**src/modbus_rtu_master_framer_unit_assert.svh**
```systemverilog
// ----------------------------------------------------------------------------
// Modbus RTU master framer assertion macros
// Shared property macros for the framer modules, clocked on clk, reset by arst_n.
// ----------------------------------------------------------------------------
`ifndef MODBUS_RTU_MASTER_FRAMER_UNIT_ASSERT_SVH
`define MODBUS_RTU_MASTER_FRAMER_UNIT_ASSERT_SVH

// same-cycle implication
`define MRTU_ASSERT_NOW(lbl, ante, cons) \
	lbl: assert property (@(posedge clk) disable iff (!arst_n) (ante) |-> (cons)) \
		else $error("mrtu assertion failed");

// next-cycle implication
`define MRTU_ASSERT_NEXT(lbl, ante, cons) \
	lbl: assert property (@(posedge clk) disable iff (!arst_n) (ante) |=> (cons)) \
		else $error("mrtu assertion failed");

`endif

```
**src/mrtu_pkg.sv**
```systemverilog
// ----------------------------------------------------------------------------
// mrtu_pkg
// Codes, job format and CRC-16 helper shared by the framer modules.
// ----------------------------------------------------------------------------
`default_nettype none

package mrtu_pkg;

	typedef enum logic [1:0] {
		OP_HEADER  = 2'd0,
		OP_WORD    = 2'd1,
		OP_RX_BYTE = 2'd2,
		OP_UNUSED  = 2'd3
	} op_t;

	localparam logic [1:0] FK_READ_HOLD    = 2'd0;
	localparam logic [1:0] FK_WRITE_MULTI  = 2'd1;
	localparam logic [1:0] FK_WRITE_SINGLE = 2'd2;
	localparam logic [1:0] FK_READ_INPUT   = 2'd3;

	localparam logic [1:0] RES_TX      = 2'd0;
	localparam logic [1:0] RES_REJECT  = 2'd1;
	localparam logic [1:0] RES_VERDICT = 2'd2;

	localparam logic [1:0] RJ_NONE    = 2'd0;
	localparam logic [1:0] RJ_ADDRESS = 2'd1;
	localparam logic [1:0] RJ_COUNT   = 2'd2;

	localparam logic [1:0] VD_OK       = 2'd0;
	localparam logic [1:0] VD_ADDRESS  = 2'd1;
	localparam logic [1:0] VD_FUNCTION = 2'd2;
	localparam logic [1:0] VD_CRC      = 2'd3;

	localparam logic CFG_MAX_SLAVE = 1'b0;
	localparam logic CFG_MAX_COUNT = 1'b1;

	localparam logic [7:0]  MAX_SLAVE_RESET = 8'd247;
	localparam logic [7:0]  MAX_COUNT_RESET = 8'd123;
	localparam logic [15:0] CRC_INIT        = 16'hFFFF;
	localparam logic [15:0] CRC_POLY        = 16'hA001;

	localparam int QDEPTH = 4;
	localparam int QPTR_W = $clog2(QDEPTH);
	localparam int QCNT_W = $clog2(QDEPTH + 1);

	typedef enum logic [1:0] {
		JOB_HEADER  = 2'd0,
		JOB_WORD    = 2'd1,
		JOB_REJECT  = 2'd2,
		JOB_VERDICT = 2'd3
	} job_kind_t;

	typedef struct packed {
		job_kind_t   kind;
		logic [7:0]  slave;
		logic [1:0]  fkind;
		logic [15:0] a;
		logic [15:0] b;
		logic        crc_end;
		logic [1:0]  code;
	} job_t;

	function automatic logic [7:0] func_code(input logic [1:0] fk);
		logic [7:0] c;
		unique case (fk)
			FK_READ_HOLD:    c = 8'h03;
			FK_WRITE_MULTI:  c = 8'h10;
			FK_WRITE_SINGLE: c = 8'h06;
			default:         c = 8'h04;
		endcase
		return c;
	endfunction

	function automatic logic [15:0] crc_update(input logic [15:0] crc, input logic [7:0] b);
		logic [15:0] c;
		c = crc ^ {8'h00, b};
		for (int k = 0; k < 8; k++) begin
			if (c[0]) begin
				c = (c >> 1) ^ CRC_POLY;
			end else begin
				c = c >> 1;
			end
		end
		return c;
	endfunction

endpackage

`default_nettype wire

```
**src/mrtu_queue.sv**
```systemverilog
// ----------------------------------------------------------------------------
// mrtu_queue
// Small job FIFO between the request classifier and the result sequencer.
// ----------------------------------------------------------------------------
`default_nettype none

module mrtu_queue (
	input  wire logic          clk,
	input  wire logic          arst_n,
	input  wire logic          push,
	input  wire mrtu_pkg::job_t push_job,
	input  wire logic          pop,
	output mrtu_pkg::job_t     head_job,
	output logic               full,
	output logic               empty
);
	import mrtu_pkg::*;

	job_t              mem_q [QDEPTH];
	logic [QPTR_W-1:0] wr_ptr_q;
	logic [QPTR_W-1:0] rd_ptr_q;
	logic [QCNT_W-1:0] count_q;

	assign full     = (count_q == QCNT_W'(QDEPTH));
	assign empty    = (count_q == '0);
	assign head_job = mem_q[rd_ptr_q];

	always_ff @(posedge clk) begin
		if (push) begin
			mem_q[wr_ptr_q] <= push_job;
		end
	end

	always_ff @(posedge clk or negedge arst_n) begin
		if (!arst_n) begin
			wr_ptr_q <= '0;
			rd_ptr_q <= '0;
			count_q  <= '0;
		end else begin
			if (push) begin
				wr_ptr_q <= wr_ptr_q + 1'b1;
			end
			if (pop) begin
				rd_ptr_q <= rd_ptr_q + 1'b1;
			end
			priority if (push && !pop) begin
				count_q <= count_q + 1'b1;
			end else if (pop && !push) begin
				count_q <= count_q - 1'b1;
			end
		end
	end

`include "modbus_rtu_master_framer_unit_assert.svh"
	`MRTU_ASSERT_NOW(a_no_push_full, full, !push || pop)
	`MRTU_ASSERT_NOW(a_no_pop_empty, empty, !pop)
	`MRTU_ASSERT_NEXT(a_count_grows, push && !pop, count_q == $past(count_q) + 1'b1)

endmodule

`default_nettype wire

```
**src/mrtu_front.sv**
```systemverilog
// ----------------------------------------------------------------------------
// mrtu_front
// Accepts input items, checks requests, tracks receive state, queues jobs.
// ----------------------------------------------------------------------------
`default_nettype none

module mrtu_front (
	input  wire logic        clk,
	input  wire logic        arst_n,
	input  wire logic        cfg_we,
	input  wire logic        cfg_index,
	input  wire logic [7:0]  cfg_data,
	input  wire logic        in_valid,
	output logic             in_ready,
	input  wire logic [1:0]  operation,
	input  wire logic [7:0]  slave_address,
	input  wire logic [1:0]  function_kind,
	input  wire logic [15:0] start_address,
	input  wire logic [15:0] count_or_value,
	input  wire logic [15:0] data_word,
	input  wire logic [7:0]  rx_byte,
	input  wire logic        rx_last,
	input  wire logic        q_full,
	output logic             q_push,
	output mrtu_pkg::job_t   q_job
);
	import mrtu_pkg::*;

	typedef enum logic [1:0] {
		RXP_ADDR = 2'd0,
		RXP_FUNC = 2'd1,
		RXP_DATA = 2'd2
	} rx_pos_t;

	logic [7:0]  max_slave_q;
	logic [7:0]  max_count_q;
	logic [7:0]  cur_slave_q;
	logic [7:0]  last_fc_q;
	logic [7:0]  words_q;
	logic [15:0] rx_crc_q;
	rx_pos_t     rx_pos_q;
	logic [1:0]  rx_err_q;

	logic [7:0]  cur_slave_n;
	logic [7:0]  last_fc_n;
	logic [7:0]  words_n;
	logic [15:0] rx_crc_n;
	rx_pos_t     rx_pos_n;
	logic [1:0]  rx_err_n;
	logic        push_n;
	job_t        job_n;
	logic        accept;

	assign in_ready = !q_full;
	assign accept   = in_valid && in_ready;
	assign q_push   = accept && push_n;
	assign q_job    = job_n;

	always_comb begin
		cur_slave_n   = cur_slave_q;
		last_fc_n     = last_fc_q;
		words_n       = words_q;
		rx_crc_n      = rx_crc_q;
		rx_pos_n      = rx_pos_q;
		rx_err_n      = rx_err_q;
		push_n        = 1'b0;
		job_n         = '0;
		job_n.slave   = slave_address;
		job_n.fkind   = function_kind;
		job_n.a       = start_address;
		job_n.b       = count_or_value;
		unique case (op_t'(operation))
			OP_HEADER: begin
				words_n     = '0;
				cur_slave_n = slave_address;
				push_n      = 1'b1;
				priority if (slave_address > max_slave_q) begin
					job_n.kind = JOB_REJECT;
					job_n.code = RJ_ADDRESS;
				end else if (function_kind != FK_WRITE_SINGLE &&
						count_or_value > {8'h00, max_count_q}) begin
					job_n.kind = JOB_REJECT;
					job_n.code = RJ_COUNT;
				end else begin
					job_n.kind    = JOB_HEADER;
					last_fc_n     = func_code(function_kind);
					job_n.crc_end = (function_kind != FK_WRITE_MULTI) ||
						(count_or_value[7:0] == 8'h00);
					if (function_kind == FK_WRITE_MULTI) begin
						words_n = count_or_value[7:0];
					end
				end
			end
			OP_WORD: begin
				if (words_q != '0) begin
					push_n        = 1'b1;
					job_n.kind    = JOB_WORD;
					job_n.a       = data_word;
					job_n.crc_end = (words_q == 8'd1);
					words_n       = words_q - 1'b1;
				end
			end
			OP_RX_BYTE: begin
				rx_crc_n = crc_update(rx_crc_q, rx_byte);
				unique case (rx_pos_q)
					RXP_ADDR: begin
						if (rx_byte != cur_slave_q && rx_byte != 8'h00) begin
							rx_err_n = VD_ADDRESS;
						end
						rx_pos_n = RXP_FUNC;
					end
					RXP_FUNC: begin
						if (rx_err_q == VD_OK && rx_byte != last_fc_q) begin
							rx_err_n = VD_FUNCTION;
						end
						rx_pos_n = RXP_DATA;
					end
					default: begin
					end
				endcase
				if (rx_last) begin
					push_n     = 1'b1;
					job_n.kind = JOB_VERDICT;
					priority if (rx_err_n != VD_OK) begin
						job_n.code = rx_err_n;
					end else if (rx_pos_n != RXP_DATA) begin
						job_n.code = VD_FUNCTION;
					end else if (rx_crc_n == 16'h0000) begin
						job_n.code = VD_OK;
					end else begin
						job_n.code = VD_CRC;
					end
					rx_crc_n = CRC_INIT;
					rx_pos_n = RXP_ADDR;
					rx_err_n = VD_OK;
				end
			end
			default: begin
			end
		endcase
	end

	always_ff @(posedge clk or negedge arst_n) begin
		if (!arst_n) begin
			max_slave_q <= MAX_SLAVE_RESET;
			max_count_q <= MAX_COUNT_RESET;
			cur_slave_q <= '0;
			last_fc_q   <= '0;
			words_q     <= '0;
			rx_crc_q    <= CRC_INIT;
			rx_pos_q    <= RXP_ADDR;
			rx_err_q    <= VD_OK;
		end else begin
			if (cfg_we) begin
				unique case (cfg_index)
					CFG_MAX_SLAVE: max_slave_q <= cfg_data;
					default:       max_count_q <= cfg_data;
				endcase
			end
			if (accept) begin
				cur_slave_q <= cur_slave_n;
				last_fc_q   <= last_fc_n;
				words_q     <= words_n;
				rx_crc_q    <= rx_crc_n;
				rx_pos_q    <= rx_pos_n;
				rx_err_q    <= rx_err_n;
			end
		end
	end

endmodule

`default_nettype wire

```
**src/mrtu_back.sv**
```systemverilog
// ----------------------------------------------------------------------------
// mrtu_back
// Expands queued jobs into result items, one per cycle while out_ready allows, with the transmit CRC.
// ----------------------------------------------------------------------------
`default_nettype none

module mrtu_back (
	input  wire logic        clk,
	input  wire logic        arst_n,
	input  wire logic        q_empty,
	input  wire mrtu_pkg::job_t q_job,
	output logic             q_pop,
	output logic             out_valid,
	input  wire logic        out_ready,
	output logic [1:0]       result_kind,
	output logic [7:0]       tx_byte,
	output logic             tx_last,
	output logic [1:0]       reject_reason,
	output logic [1:0]       verdict
);
	import mrtu_pkg::*;

	logic        out_valid_q;
	logic [1:0]  kind_q;
	logic [7:0]  byte_q;
	logic        last_q;
	logic [1:0]  reason_q;
	logic [1:0]  verdict_q;
	logic [15:0] crc_q;
	logic [3:0]  idx_q;

	logic        load;
	logic        step;
	logic        done;
	logic [15:0] crc_base;
	logic [15:0] crc_n;
	logic [3:0]  n_data;
	logic [7:0]  data_b;
	logic [1:0]  kind_n;
	logic [7:0]  byte_n;
	logic        last_n;
	logic [1:0]  reason_n;
	logic [1:0]  verdict_n;

	assign load  = !out_valid_q || out_ready;
	assign step  = load && !q_empty;
	assign q_pop = step && done;

	always_comb begin
		crc_base = (q_job.kind == JOB_HEADER && idx_q == '0) ? CRC_INIT : crc_q;
		if (q_job.kind == JOB_HEADER) begin
			n_data = (q_job.fkind == FK_WRITE_MULTI) ? 4'd7 : 4'd6;
			unique case (idx_q[2:0])
				3'd0:    data_b = q_job.slave;
				3'd1:    data_b = func_code(q_job.fkind);
				3'd2:    data_b = q_job.a[15:8];
				3'd3:    data_b = q_job.a[7:0];
				3'd4:    data_b = q_job.b[15:8];
				3'd5:    data_b = q_job.b[7:0];
				default: data_b = {q_job.b[6:0], 1'b0};
			endcase
		end else begin
			n_data = 4'd2;
			data_b = idx_q[0] ? q_job.a[7:0] : q_job.a[15:8];
		end
	end

	always_comb begin
		crc_n     = crc_q;
		kind_n    = RES_TX;
		byte_n    = '0;
		last_n    = 1'b0;
		reason_n  = RJ_NONE;
		verdict_n = VD_OK;
		done      = 1'b1;
		unique case (q_job.kind)
			JOB_REJECT: begin
				kind_n   = RES_REJECT;
				reason_n = q_job.code;
			end
			JOB_VERDICT: begin
				kind_n    = RES_VERDICT;
				verdict_n = q_job.code;
			end
			default: begin
				priority if (idx_q < n_data) begin
					byte_n = data_b;
					crc_n  = crc_update(crc_base, data_b);
					done   = (idx_q == n_data - 4'd1) && !q_job.crc_end;
				end else if (idx_q == n_data) begin
					byte_n = crc_base[7:0];
					done   = 1'b0;
				end else begin
					byte_n = crc_base[15:8];
					last_n = 1'b1;
					crc_n  = CRC_INIT;
				end
			end
		endcase
	end

	always_ff @(posedge clk) begin
		if (step) begin
			kind_q    <= kind_n;
			byte_q    <= byte_n;
			last_q    <= last_n;
			reason_q  <= reason_n;
			verdict_q <= verdict_n;
		end
	end

	always_ff @(posedge clk or negedge arst_n) begin
		if (!arst_n) begin
			out_valid_q <= 1'b0;
			crc_q       <= CRC_INIT;
			idx_q       <= '0;
		end else begin
			if (load) begin
				out_valid_q <= !q_empty;
			end
			if (step) begin
				crc_q <= crc_n;
				idx_q <= done ? 4'd0 : idx_q + 4'd1;
			end
		end
	end

	assign out_valid     = out_valid_q;
	assign result_kind   = kind_q;
	assign tx_byte       = byte_q;
	assign tx_last       = last_q;
	assign reject_reason = reason_q;
	assign verdict       = verdict_q;

`include "modbus_rtu_master_framer_unit_assert.svh"
	`MRTU_ASSERT_NOW(a_last_is_tx, out_valid_q && last_q, kind_q == RES_TX)
	`MRTU_ASSERT_NOW(a_idx_bound, 1'b1, idx_q <= 4'd8)
	`MRTU_ASSERT_NEXT(a_pop_gives_out, q_pop, out_valid_q)

endmodule

`default_nettype wire

```
**src/modbus_rtu_master_framer_unit.sv**
```systemverilog
// ----------------------------------------------------------------------------
// modbus_rtu_master_framer_unit
// Modbus RTU master request framer with CRC-16 and response checker.
// ----------------------------------------------------------------------------
// An input item is taken whenever the four-entry job queue has room, and
// each result item is produced by the output sequencer while out_ready is
// high. A header yields up to nine results, a register word two or four, a
// rejection or a verdict one; the sequencer's one result per cycle sets the
// sustained rate, and the queue lets input keep flowing while a frame
// drains. The transmit CRC is computed in the sequencer, the receive CRC in
// the input stage.
`default_nettype none

module modbus_rtu_master_framer_unit (
	input  wire logic        clk,
	input  wire logic        arst_n,
	input  wire logic        cfg_we,
	input  wire logic        cfg_index,
	input  wire logic [7:0]  cfg_data,
	input  wire logic        in_valid,
	output logic             in_ready,
	input  wire logic [1:0]  operation,
	input  wire logic [7:0]  slave_address,
	input  wire logic [1:0]  function_kind,
	input  wire logic [15:0] start_address,
	input  wire logic [15:0] count_or_value,
	input  wire logic [15:0] data_word,
	input  wire logic [7:0]  rx_byte,
	input  wire logic        rx_last,
	output logic             out_valid,
	input  wire logic        out_ready,
	output logic [1:0]       result_kind,
	output logic [7:0]       tx_byte,
	output logic             tx_last,
	output logic [1:0]       reject_reason,
	output logic [1:0]       verdict
);
	import mrtu_pkg::*;

	logic q_push;
	logic q_pop;
	logic q_full;
	logic q_empty;
	job_t push_job;
	job_t head_job;

	mrtu_front u_front (
		.clk            (clk),
		.arst_n         (arst_n),
		.cfg_we         (cfg_we),
		.cfg_index      (cfg_index),
		.cfg_data       (cfg_data),
		.in_valid       (in_valid),
		.in_ready       (in_ready),
		.operation      (operation),
		.slave_address  (slave_address),
		.function_kind  (function_kind),
		.start_address  (start_address),
		.count_or_value (count_or_value),
		.data_word      (data_word),
		.rx_byte        (rx_byte),
		.rx_last        (rx_last),
		.q_full         (q_full),
		.q_push         (q_push),
		.q_job          (push_job)
	);

	mrtu_queue u_queue (
		.clk      (clk),
		.arst_n   (arst_n),
		.push     (q_push),
		.push_job (push_job),
		.pop      (q_pop),
		.head_job (head_job),
		.full     (q_full),
		.empty    (q_empty)
	);

	mrtu_back u_back (
		.clk           (clk),
		.arst_n        (arst_n),
		.q_empty       (q_empty),
		.q_job         (head_job),
		.q_pop         (q_pop),
		.out_valid     (out_valid),
		.out_ready     (out_ready),
		.result_kind   (result_kind),
		.tx_byte       (tx_byte),
		.tx_last       (tx_last),
		.reject_reason (reject_reason),
		.verdict       (verdict)
	);

endmodule

`default_nettype wire
```
**config.mk**
```make
export PLATFORM = sky130hd
export DESIGN_NAME = modbus_rtu_master_framer_unit
export DESIGN_NICKNAME = d
export VERILOG_FILES = /design/src/mrtu_pkg.sv /design/src/mrtu_queue.sv /design/src/mrtu_front.sv /design/src/mrtu_back.sv /design/src/modbus_rtu_master_framer_unit.sv
export VERILOG_INCLUDE_DIRS = /design/src /design/src/src
export SDC_FILE = /design/constraint.sdc
export NUM_CORES = 1
export LEC_CHECK = 0
export BUFFER_PORTS_ARGS = -buffer_cell sky130_fd_sc_hd__buf_4
export CORE_UTILIZATION = 35
export CTS_BUF_LIST = sky130_fd_sc_hd__clkbuf_4 sky130_fd_sc_hd__clkbuf_8
export DETAILED_ROUTE_END_ITERATION = 12
export GPL_TIMING_DRIVEN = 0
export PLACE_DENSITY = 0.48
export SLEW_MARGIN = 20
export SYNTH_ARGS = -nofsm -noshare
export SYNTH_HDL_FRONTEND = slang
export SYNTH_SLANG_ARGS = --single-unit
```
**constraint.sdc**
```tcl
create_clock -name clk -period 9.48 [get_ports clk]
set_clock_uncertainty 0.05 [all_clocks]
set_input_delay 1.422 -clock clk [delete_from_list [all_inputs] [get_ports clk]]
set_output_delay 1.422 -clock clk [all_outputs]
set_load 0.03 [all_outputs]
```
==> flow_summary.yaml, run 1 <==
status:
  status: "finished clean"
cts:
  path_clk_slew_ns: 0.06
  cts_root_buf: "clkbuf_8"
  htree_levels: 2
  cts_made_buffers: 50
  post_cts_resized: 0
  post_cts_buffers: 0
  clk_path_buf_depth: 3
  cts_hold_buf: 0
  cts.sinks: 287
  clock_latency_ns: 0.64
  cts_tree: "built"
sta:
  worst_pin_slew_ns: 1.06
  max_freq_ghz: 0.208
  rsz0062_at_grt: "false"
  period_share: 0.507
  fin_crit_ns: 4.81
  relSlewSlack: 0.291
  final-setup-viol-count: 0
  drv_slew: 0
  fin_tns_setup_ns: 0
  finalHoldViolations: 0
synth:
  async_flop_share: 0.293
  synth_simple_gate_area_frac: 0.0842
  syn_inst: 1003
  avgSynthCellArea_sq_um: 13.6
  yosys.area_share.adder: 0.0318
  synth_compound_area_frac: 0.0800
  synthFlopType: "edfxtp_1"
  synth-seq-cells: 287
  synth_top_family_by_area: "multiplexers"
  ys_seq_area_frac: 0.605
  synth.distinct_cells: 64
  synth_warnings: 0
  syn_area_sq_um: 13600
  syn_nets: 1120
  synth-xor-area-share: 0.0470
  synth_edf_count: 203
  synthMuxAreaShare: 0.126
critical_path:
  crit_required_ns: 9.96
  critPathTopFamily: "buffers and inverters"
  critPathLaunchType: "register"
  cp-end-kind: "register"
  crit_type: "reg -> reg"
  worst-path-stages: 19
  crit_chain: "buf_6 -> buf_6 -> buf_4 -> buf_2 -> buf_2 -> o21ai_0 -> and3_1 -> ha_1 -> o21ai_0 -> nor4b_1 -> a221o_1 -> and2_1 -> inv_1 -> ha_1 -> inv_1 -> fa_1 -> xor2_1 -> nor2_1 -> xor2_1"
  cpMaxStageDelayCell: "a221o_1"
  max_stage_delay_ns: 0.44
  worstPathMaxFanout: 10
  rrSetupSlack_ns: 4.67
  timing.rr.end: "u_queue.count_q[2]"
  worst-endpoint-arrival_ns: 5.28
  cp.buffers_inverters: 7
  reg2reg_depth: 19
  r2r_start: "u_queue.rd_ptr_q[0]"
floorplan:
  core_sq_um: 38000
  dieArea_sq_um: 39700
  die_x_um: 199
  rows: 71
  num_io_pins: 100
  start_util: 0.359
  die_height_um: 199
layout:
  drive_gt1_frac: 0.275
  fillers: 3673
  layout_commonest_cell: "edfxtp_1"
  multi_input_area_sq_um: 5040
  area_delta_synth_final_pct: 17.7
  fin_area_sq_um: 16100
  diodes: 0
  layout_common_cells: "edfxtp_1, buf_4, nand2_1"
  final_nets: 1273
  seqCellArea_sq_um: 8250
pwr:
  peakVddDrop_v: 0.000203
  p_int_mw: 3.32
  power_density_nw_per_um2: 339
  p_leak_nw: 6.04
  pwr-share-clk: 0.198
  netSwitchingPower_mw: 2.12
  sequentialPowerShare: 0.337
  sw_frac_of_total: 0.390
  p_comb_frac: 0.464
placement:
  place.port_buffers: 97
  dpl.hpwl_um: 25200
  placed_cell_area_sq_um: 15100
  routabilityCongestion: 0.853
worst_hold_path:
  hold_path_class: "reg -> reg"
  min_from: "u_front.rx_crc_q[1]"
  min_to: "u_front.rx_crc_q[1]"
  min_path_cells: 2
routing:
  drt_iter0_drc: 571
  dr_total_vias: 8750
  drc: 0
  drt_pre_antenna_iters: 5
  via_per_inst: 5.12
  ant_nets: 0
  wl_per_cell_um: 21.1
  routed_wl_um: 36000
global_routing:
  grt-ovfl-total: 0
  gr-usage-all-layers: 0.189
  grt_pass1_vias: 9027
  grt_max_degree: 85
  antenna_found_initial: 0
  grt_pass1_wl_um: 55200
flow_run:
  drv_cap: 0
## stage by stage
| step | util | setup slack, ns | power [mW] | hold slack, ns | std cells |
|---|---|---|---|---|---|
| 5_1_grt | 0.422 | 4.24 | 5.80 | 0.436 | 1709 |
| 6_report | 0.422 | 4.67 | 5.45 | 0.409 | 1709 |
| 3_5_place_dp | 0.397 | 4.40 | 4.38 | 0.403 | 1615 |
| 2_1_floorplan | - | 5.07 | 3.66 | 0.391 | 1003 |
| 3_3_place_gp | 0.395 | 3.09 | 4.38 | 0.400 | 1611 |
| 4_1_cts | 0.422 | 4.58 | 5.50 | 0.411 | 1709 |
## how the worst max path moves through the flow
stage                              startpoint  slack, ns                    to
after floorplan                    rx_byte[5]       5.07   u_queue.mem_q[0][0]
after global placement           operation[0]       3.09  u_queue.mem_q[0][34]
after detailed placement         operation[0]       4.40    u_queue.count_q[2]
after CTS                 u_queue.rd_ptr_q[0]       4.58    u_queue.count_q[2]
after global routing      u_queue.rd_ptr_q[0]       4.24    u_queue.count_q[2]
final                     u_queue.rd_ptr_q[0]       4.67    u_queue.count_q[2]
## worst register-to-register path: cells and delay by family (launching register included)
family | cells | cell delay [ns]
buf+inv | 7 | 1.53
compound gates | 3 | 0.98
fa+ha+maj | 3 | 0.81
simple gates | 4 | 0.69
flops | 1 | 0.34
xor+xnor | 2 | 0.32
## synth_stat cells (4+ instances only)
library cell,n,area share
clkbuf_1,26,0.0072
xnor2_1,37,0.024
nor2_1,57,0.016
dfstp_2,45,0.087
nand3_1,11,0.0040
nor2b_1,16,0.0073
o21ai_1,6,0.0022
and3_1,4,0.0018
o31ai_1,7,0.0039
a21oi_1,47,0.017
nor4_1,13,0.0060
mux2_2,35,0.029
or3_1,4,0.0018
o21a_1,5,0.0028
a31o_2,7,0.0045
mux4_2,35,0.058
a31oi_1,15,0.0069
o22ai_1,18,0.0083
o21ai_0,39,0.014
nand2_1,72,0.020
nor3b_1,5,0.0028
dfrtp_1,39,0.072
nor3_1,14,0.0051
mux2i_1,52,0.038
buf_4,4,0.0022
nand2b_1,8,0.0037
buf_2,9,0.0033
ha_1,33,0.030
edfxtp_1,203,0.45
xor2_1,28,0.018
inv_1,37,0.010
o22a_1,5,0.0032
a221oi_1,7,0.0045
nand4_1,4,0.0018
and2_1,10,0.0046
## cell families (layout without fill, tap and decap cells)
logic type / count (synthesis) / count (layout)
adders and majority gates: 34 / 34
AOI/OAI and AO/OA: 176 / 176
DFF: 287 / 287
xor gates and xnor gates: 69 / 69
and+or+nand+nor: 233 / 233
muxes: 123 / 123
buffers and inverters: 81 / 276
## area by class of cell
type / count / share of cell area
multi-input cells: 635 / 0.314
clock inverters: 28 / 0.00881
repair buffers: 101 / 0.0511
plain buffers: 43 / 0.0131
clock buffers: 66 / 0.0504
well taps: 511 / 0.0398
flip-flops and latches: 287 / 0.514
inverters: 38 / 0.00889
## registers in the layout, indices dropped and copies added (netlist names), 3 cells and up
register             count
u_queue.count_q          3
u_front.max_slave_q      8
u_front.last_fc_q        4
u_back.crc_q            16
u_back.tx_byte           8
u_front.max_count_q      8
u_front.words_q          8
u_front.cur_slave_q      8
u_back.idx_q             4
u_front.rx_crc_q        16
u_queue.mem_q          188
## power by group through the flow
| stage | logic, mW | registers [mW] | clock network, mW |
|---|---|---|---|
| final | 2.53 | 1.84 | 1.08 |
| after global routing | 2.76 | 1.87 | 1.17 |
| after CTS | 2.54 | 1.84 | 1.12 |
| after detailed placement | 2.52 | 1.86 | 0 |
| after global placement | 2.51 | 1.87 | 0 |
| after floorplan | 1.76 | 1.89 | 0 |
## routing by layer
metal / part of all wire / up-vias / routed length (um) / track usage
met1: 0.46 / 4363 / 16500 / 0.254
met2: 0.47 / 245 / 16900 / 0.303
li1: - / 4084 / - / -
met5: 0 / - / 0 / 0
met4: 0.021 / 0 / 774 / 0.0565
met3: 0.053 / 58 / 1900 / 0.0427
(Power assumes the default switching activity.)
==> run 2: changes to the inputs <==
- clock period: 9.48 -> 4.9 ns (I/O delays scaled with it)
==> run 2 against run 1 <==
Effect of this change:
- register-to-register slack worse by 4.3 ns
- clock-buffer cell count is the same
- fmax rose by 5.3%
- via count rose by 0.69%
- critical path type unchanged
==> flow_summary.yaml, run 2 (same netlist as run 1, synthesis figures left out) <==
global_routing:
  grtUsageMet1: 0.254
  grt.busiest_layer: "met2"
  grt_pass1_vias: 9027
  grt_max_degree: 85
  use_met2: 0.303
  antenna_found_initial: 0
  gr-usage-all-layers: 0.189
  grt_pass1_wl_um: 55200
  gr-usage-met3: 0.0427
  grt-ovfl-total: 0
pwr:
  sw_frac_of_total: 0.390
  totalPowerFinal_mw: 10.5
  pwr-share-clk: 0.198
  peakVddDrop_v: 0.000391
  p_int_mw: 6.43
  power_density_nw_per_um2: 656
  netSwitchingPower_mw: 4.11
  sequentialPowerShare: 0.337
  p_comb_frac: 0.464
  p_leak_nw: 6.04
cts:
  cts.sinks: 287
  cts_made_buffers: 50
  clk_path_buf_depth: 3
  cts_hold_buf: 0
  htree_levels: 2
  path_clk_slew_ns: 0.06
  cts_root_buf: "clkbuf_8"
  clock_latency_ns: 0.64
  post_cts_buffers: 0
  cts_tree: "built"
layout:
  layout_common_cells: "edfxtp_1, buf_4, nand2_1"
  largest_register: "u_queue.mem_q"
  area_delta_synth_final_pct: 17.8
  fin_area_sq_um: 16100
  largestRegisters: "u_queue.mem_q x188, u_back.crc_q x16, u_front.rx_crc_q x16"
  final_nets: 1273
  diodes: 0
  layout_commonest_cell: "edfxtp_1"
  drive_gt1_frac: 0.276
  fillers: 3673
  largest_register_ffs: 188
sta:
  relSlewSlack: 0.292
  period_share: 0.932
  worst_hold_slack_ns: 0.132
  fin_crit_ns: 4.57
  worst_pin_slew_ns: 1.06
  drv_slew: 0
  rsz0062_at_grt: "false"
  fin_tns_setup_ns: 0
  max_freq_ghz: 0.219
  final-setup-viol-count: 0
  finalHoldViolations: 0
critical_path:
  worst-endpoint-arrival_ns: 5.05
  rrSetupSlack_ns: 0.33
  critPathLaunchType: "register"
  r2r_start: "u_back.idx_q[0]"
  worstPathMaxFanout: 10
  timing.rr.end: "u_back.crc_q[15]"
  reg2reg_depth: 13
  crit_required_ns: 5.38
  crit_type: "reg -> reg"
  cp-end-kind: "register"
routing:
  ant_nets: 0
  dr_total_vias: 8810
  via_per_inst: 5.16
  wl_per_cell_um: 21.1
  routed_wl_um: 36100
  drt_iter0_drc: 583
  drc: 0
  drt_pre_antenna_iters: 7
floorplan:
  rows: 71
  dieArea_sq_um: 39700
  start_util: 0.359
  die_x_um: 199
  die_height_um: 199
  core_sq_um: 38000
  num_io_pins: 100
status:
  status: "finished clean"
placement:
  placed_cell_area_sq_um: 15100
  routabilityCongestion: 0.853
  place.port_buffers: 97
  dpl.hpwl_um: 25200
worst_hold_path:
  hold_path_class: "in -> async"
flow_run:
  drv_cap: 0
run 2: layer usage:
| metal | vias up | routed length (um) |
|---|---|---|
| met5 | - | 0 |
| met4 | 0 | 820 |
| met3 | 60 | 1990 |
| met2 | 266 | 16900 |
| met1 | 4400 | 16400 |
| li1 | 4084 | - |
run 2: area by class of cell:
| type | count | area [sq um] | area share |
|---|---|---|---|
| flip-flops and latches | 287 | 8250 | 0.514 |
| multi-input cells | 635 | 5040 | 0.314 |
| repair buffers | 101 | 820 | 0.0510 |
| clock buffers | 66 | 808 | 0.0503 |
| well taps | 511 | 639 | 0.0398 |
| plain buffers | 43 | 215 | 0.0134 |
| inverters | 38 | 143 | 0.00888 |
| clock inverters | 28 | 141 | 0.00880 |
run 2: worst max path at each step:
stage	from	to	cells past startpoint
detailed placement	u_queue.rd_ptr_q[0]	u_queue.count_q[2]	19
CTS	u_queue.rd_ptr_q[0]	u_queue.count_q[2]	19
floorplan	u_queue.rd_ptr_q[0]	u_queue.count_q[2]	19
finish	u_back.idx_q[0]	u_back.crc_q[15]	13
global placement	operation[0]	u_queue.mem_q[0][34]	6
global route	u_queue.rd_ptr_q[0]	u_queue.count_q[2]	19
run 2: power by group through the flow:
stage / clock network (mW) / registers, mW / logic (mW)
2_1_floorplan: 0 / 3.66 / 3.41
3_3_place_gp: 0 / 3.62 / 4.86
3_5_place_dp: 0 / 3.60 / 4.88
4_1_cts: 2.16 / 3.56 / 4.91
5_1_grt: 2.26 / 3.62 / 5.35
6_report: 2.09 / 3.56 / 4.89
run 2: critical path, cell delays in order, from the launching register on:
cell and delay (ns):
dfrtp_1 0.58, clkbuf_1 0.46, inv_1 0.29, ha_1 0.40
or4_1 0.53, clkbuf_1 0.24, a21oi_1 0.19, a21oi_1 0.11
a21oi_1 0.52, xnor2_1 0.22, xnor2_1 0.25, xnor3_1 0.32
xor2_1 0.19, a21oi_1 0.17
run 2: repair_timing:
| item | CTS | global route |
|---|---|---|
| cloned | 0 | 0 |
| endpoints found under the hold margin | 0 | 0 |
| resized for setup | 1 | 3 |
| endpoints found under the setup margin | 1 | 12 |
run 2: per-stage QoR:
stage / worst slack, ns / std cells / utilization
after floorplan: 0.916 / 1003 / -
after global placement: -0.801 / 1611 / 0.395
after detailed placement: 0.0194 / 1615 / 0.397
after CTS: 0.135 / 1709 / 0.422
after global routing: 0.0646 / 1709 / 0.422
final: 0.333 / 1709 / 0.422
==> run 3: changes to the inputs <==
- CORE_UTILIZATION: 35 -> 50
- PLACE_DENSITY: 0.48 -> 0.65
==> run 3 against run 2 <==
Effect of this change:
- cell count down 10%
- fmax increased by 0.29%
- wire length down 11%
- clock power increased by 12%
- core utilization up 17 points
- via count about the same
- critical path type unchanged
- highest routed layer unchanged
==> flow_summary.yaml, run 3 (same netlist as run 1, synthesis figures left out) <==
status:
  status: "finished clean"
critical_path:
  crit_chain: "clkbuf_1 -> inv_1 -> ha_1 -> or4_1 -> clkbuf_1 -> nor2_1 -> a31oi_1 -> a21oi_1 -> xnor2_1 -> xnor2_2 -> xnor3_1 -> xor2_1 -> a21oi_1"
  crit_type: "reg -> reg"
  worst-path-stages: 13
  r2r_start: "u_back.idx_q[0]"
  critPathLaunch: "u_back.idx_q[0]"
  critPathTopFamily: "XOR/XNOR gates"
  cp-end-kind: "register"
  cp-endpoint: "u_back.crc_q[14]"
  worstPathMaxFanout: 10
  timing.rr.end: "u_back.crc_q[14]"
  max_stage_delay_ns: 0.57
  worst-endpoint-arrival_ns: 5.00
  cp.buffers_inverters: 3
  critPathLaunchType: "register"
  rrSetupSlack_ns: 0.35
  cpMaxStageDelayCell: "dfrtp_1"
  crit_required_ns: 5.34
  reg2reg_depth: 13
layout:
  final_nets: 1271
  final_util: 0.595
  fin_area_sq_um: 16000
  drive_gt1_frac: 0.282
  layout_common_cells: "edfxtp_1, buf_4, nand2_1"
  layout_commonest_cell: "edfxtp_1"
  largest_register_ffs: 188
  finalNonFillerCells: 1535
  diodes: 0
  largest_register: "u_queue.mem_q"
  largestRegisters: "u_queue.mem_q x188, u_back.crc_q x16, u_front.rx_crc_q x16"
  area_delta_synth_final_pct: 17.4
cts:
  clock_latency_ns: 0.57
  post_cts_buffers: 0
  cts_hold_buf: 0
  clk_path_buf_depth: 3
  cts.sinks: 287
  cts_tree: "built"
  cts_made_buffers: 48
  cts_root_buf: "clkbuf_8"
  path_clk_slew_ns: 0.06
  htree_levels: 2
placement:
  dpl.hpwl_um: 22200
  placed_cell_area_sq_um: 14900
  place_ws_ns: 0.0536
  place.port_buffers: 97
  routabilityCongestion: 0.932
  dp_cells: 1445
sta:
  relSlewSlack: 0.347
  drv_slew: 0
  worst_pin_slew_ns: 0.976
  rsz0062_at_grt: "false"
  fin_tns_setup_ns: 0
  finalHoldViolations: 0
  setup_slack_ns: 0.346
  period_share: 0.929
  worst_hold_slack_ns: 0.179
  fin_crit_ns: 4.55
  max_freq_ghz: 0.220
  final-setup-viol-count: 0
routing:
  routed_wl_um: 32200
  dr_total_vias: 8815
  drt_iter0_drc: 770
  ant_nets: 0
  drt_pre_antenna_iters: 5
  via_per_inst: 5.74
  drc: 0
  wl_per_cell_um: 21.0
pwr:
  power_density_nw_per_um2: 669
  p_leak_nw: 6.12
  peakVddDrop_v: 0.000595
  totalPowerFinal_mw: 10.7
floorplan:
  die_x_um: 167
  die_height_um: 167
  rows: 60
  start_util: 0.507
  core_sq_um: 26900
  dieArea_sq_um: 27900
  num_io_pins: 100
worst_hold_path:
  hold_path_class: "in -> async"
flow_run:
  drv_cap: 0
global_routing:
  grt_pass1_wl_um: 50400
  grt_max_degree: 85
  grt_pass1_vias: 8755
  antenna_found_initial: 0
  grt-ovfl-total: 0
  gr-usage-all-layers: 0.238
[run 3: changes by cell type in the layout (fill, tap and decap cells not counted), sizes merged]
| cell | delta |
|---|---|
| buf | -1 |
| clkinv | -4 |
| inv | +1 |
| bufinv | +6 |
| clkbuf | -6 |
[run 3: per-layer routing]
layer	global-route usage	up-vias	part of all wire
met3	0.0454	60	0.071
met5	0	-	0
met4	0.0722	0	0.024
met2	0.382	323	0.47
met1	0.331	4346	0.44
li1	-	4086	-
[run 3: power breakdown]
group          switching [mW]  internal [mW]
Clock                   0.980           1.36
Sequential              0.266           3.29
Combinational            2.75           2.06
[run 3: worst min path at each step]
stage,start,endpoint,slack (ns)
after detailed placement,u_front.rx_crc_q[15],u_front.rx_crc_q[15],0.41
after floorplan,arst_n,u_back.idx_q[0],0.39
after CTS,arst_n,u_queue.wr_ptr_q[0],0.20
after global routing,arst_n,u_queue.rd_ptr_q[0],0.24
after global placement,u_front.rx_crc_q[0],u_front.rx_crc_q[0],0.40
final,arst_n,u_back.idx_q[0],0.18
[run 3: layout make-up]
class	count	area (sq um)
Sequential cell	287	8250
Inverter	38	143
Fill cell	2151	10900
Multi-Input combinational cell	635	5040
Clock inverter	31	315
Timing Repair Buffer	101	842
Tap cell	341	427
Buffer	43	215
Clock buffer	59	762
[run 3: timing repair]
item | 4_1_cts | 5_1_grt
endpoints found under the hold margin | 0 | 0
resized for setup | 0 | 4
endpoints found under the setup margin | 0 | 12
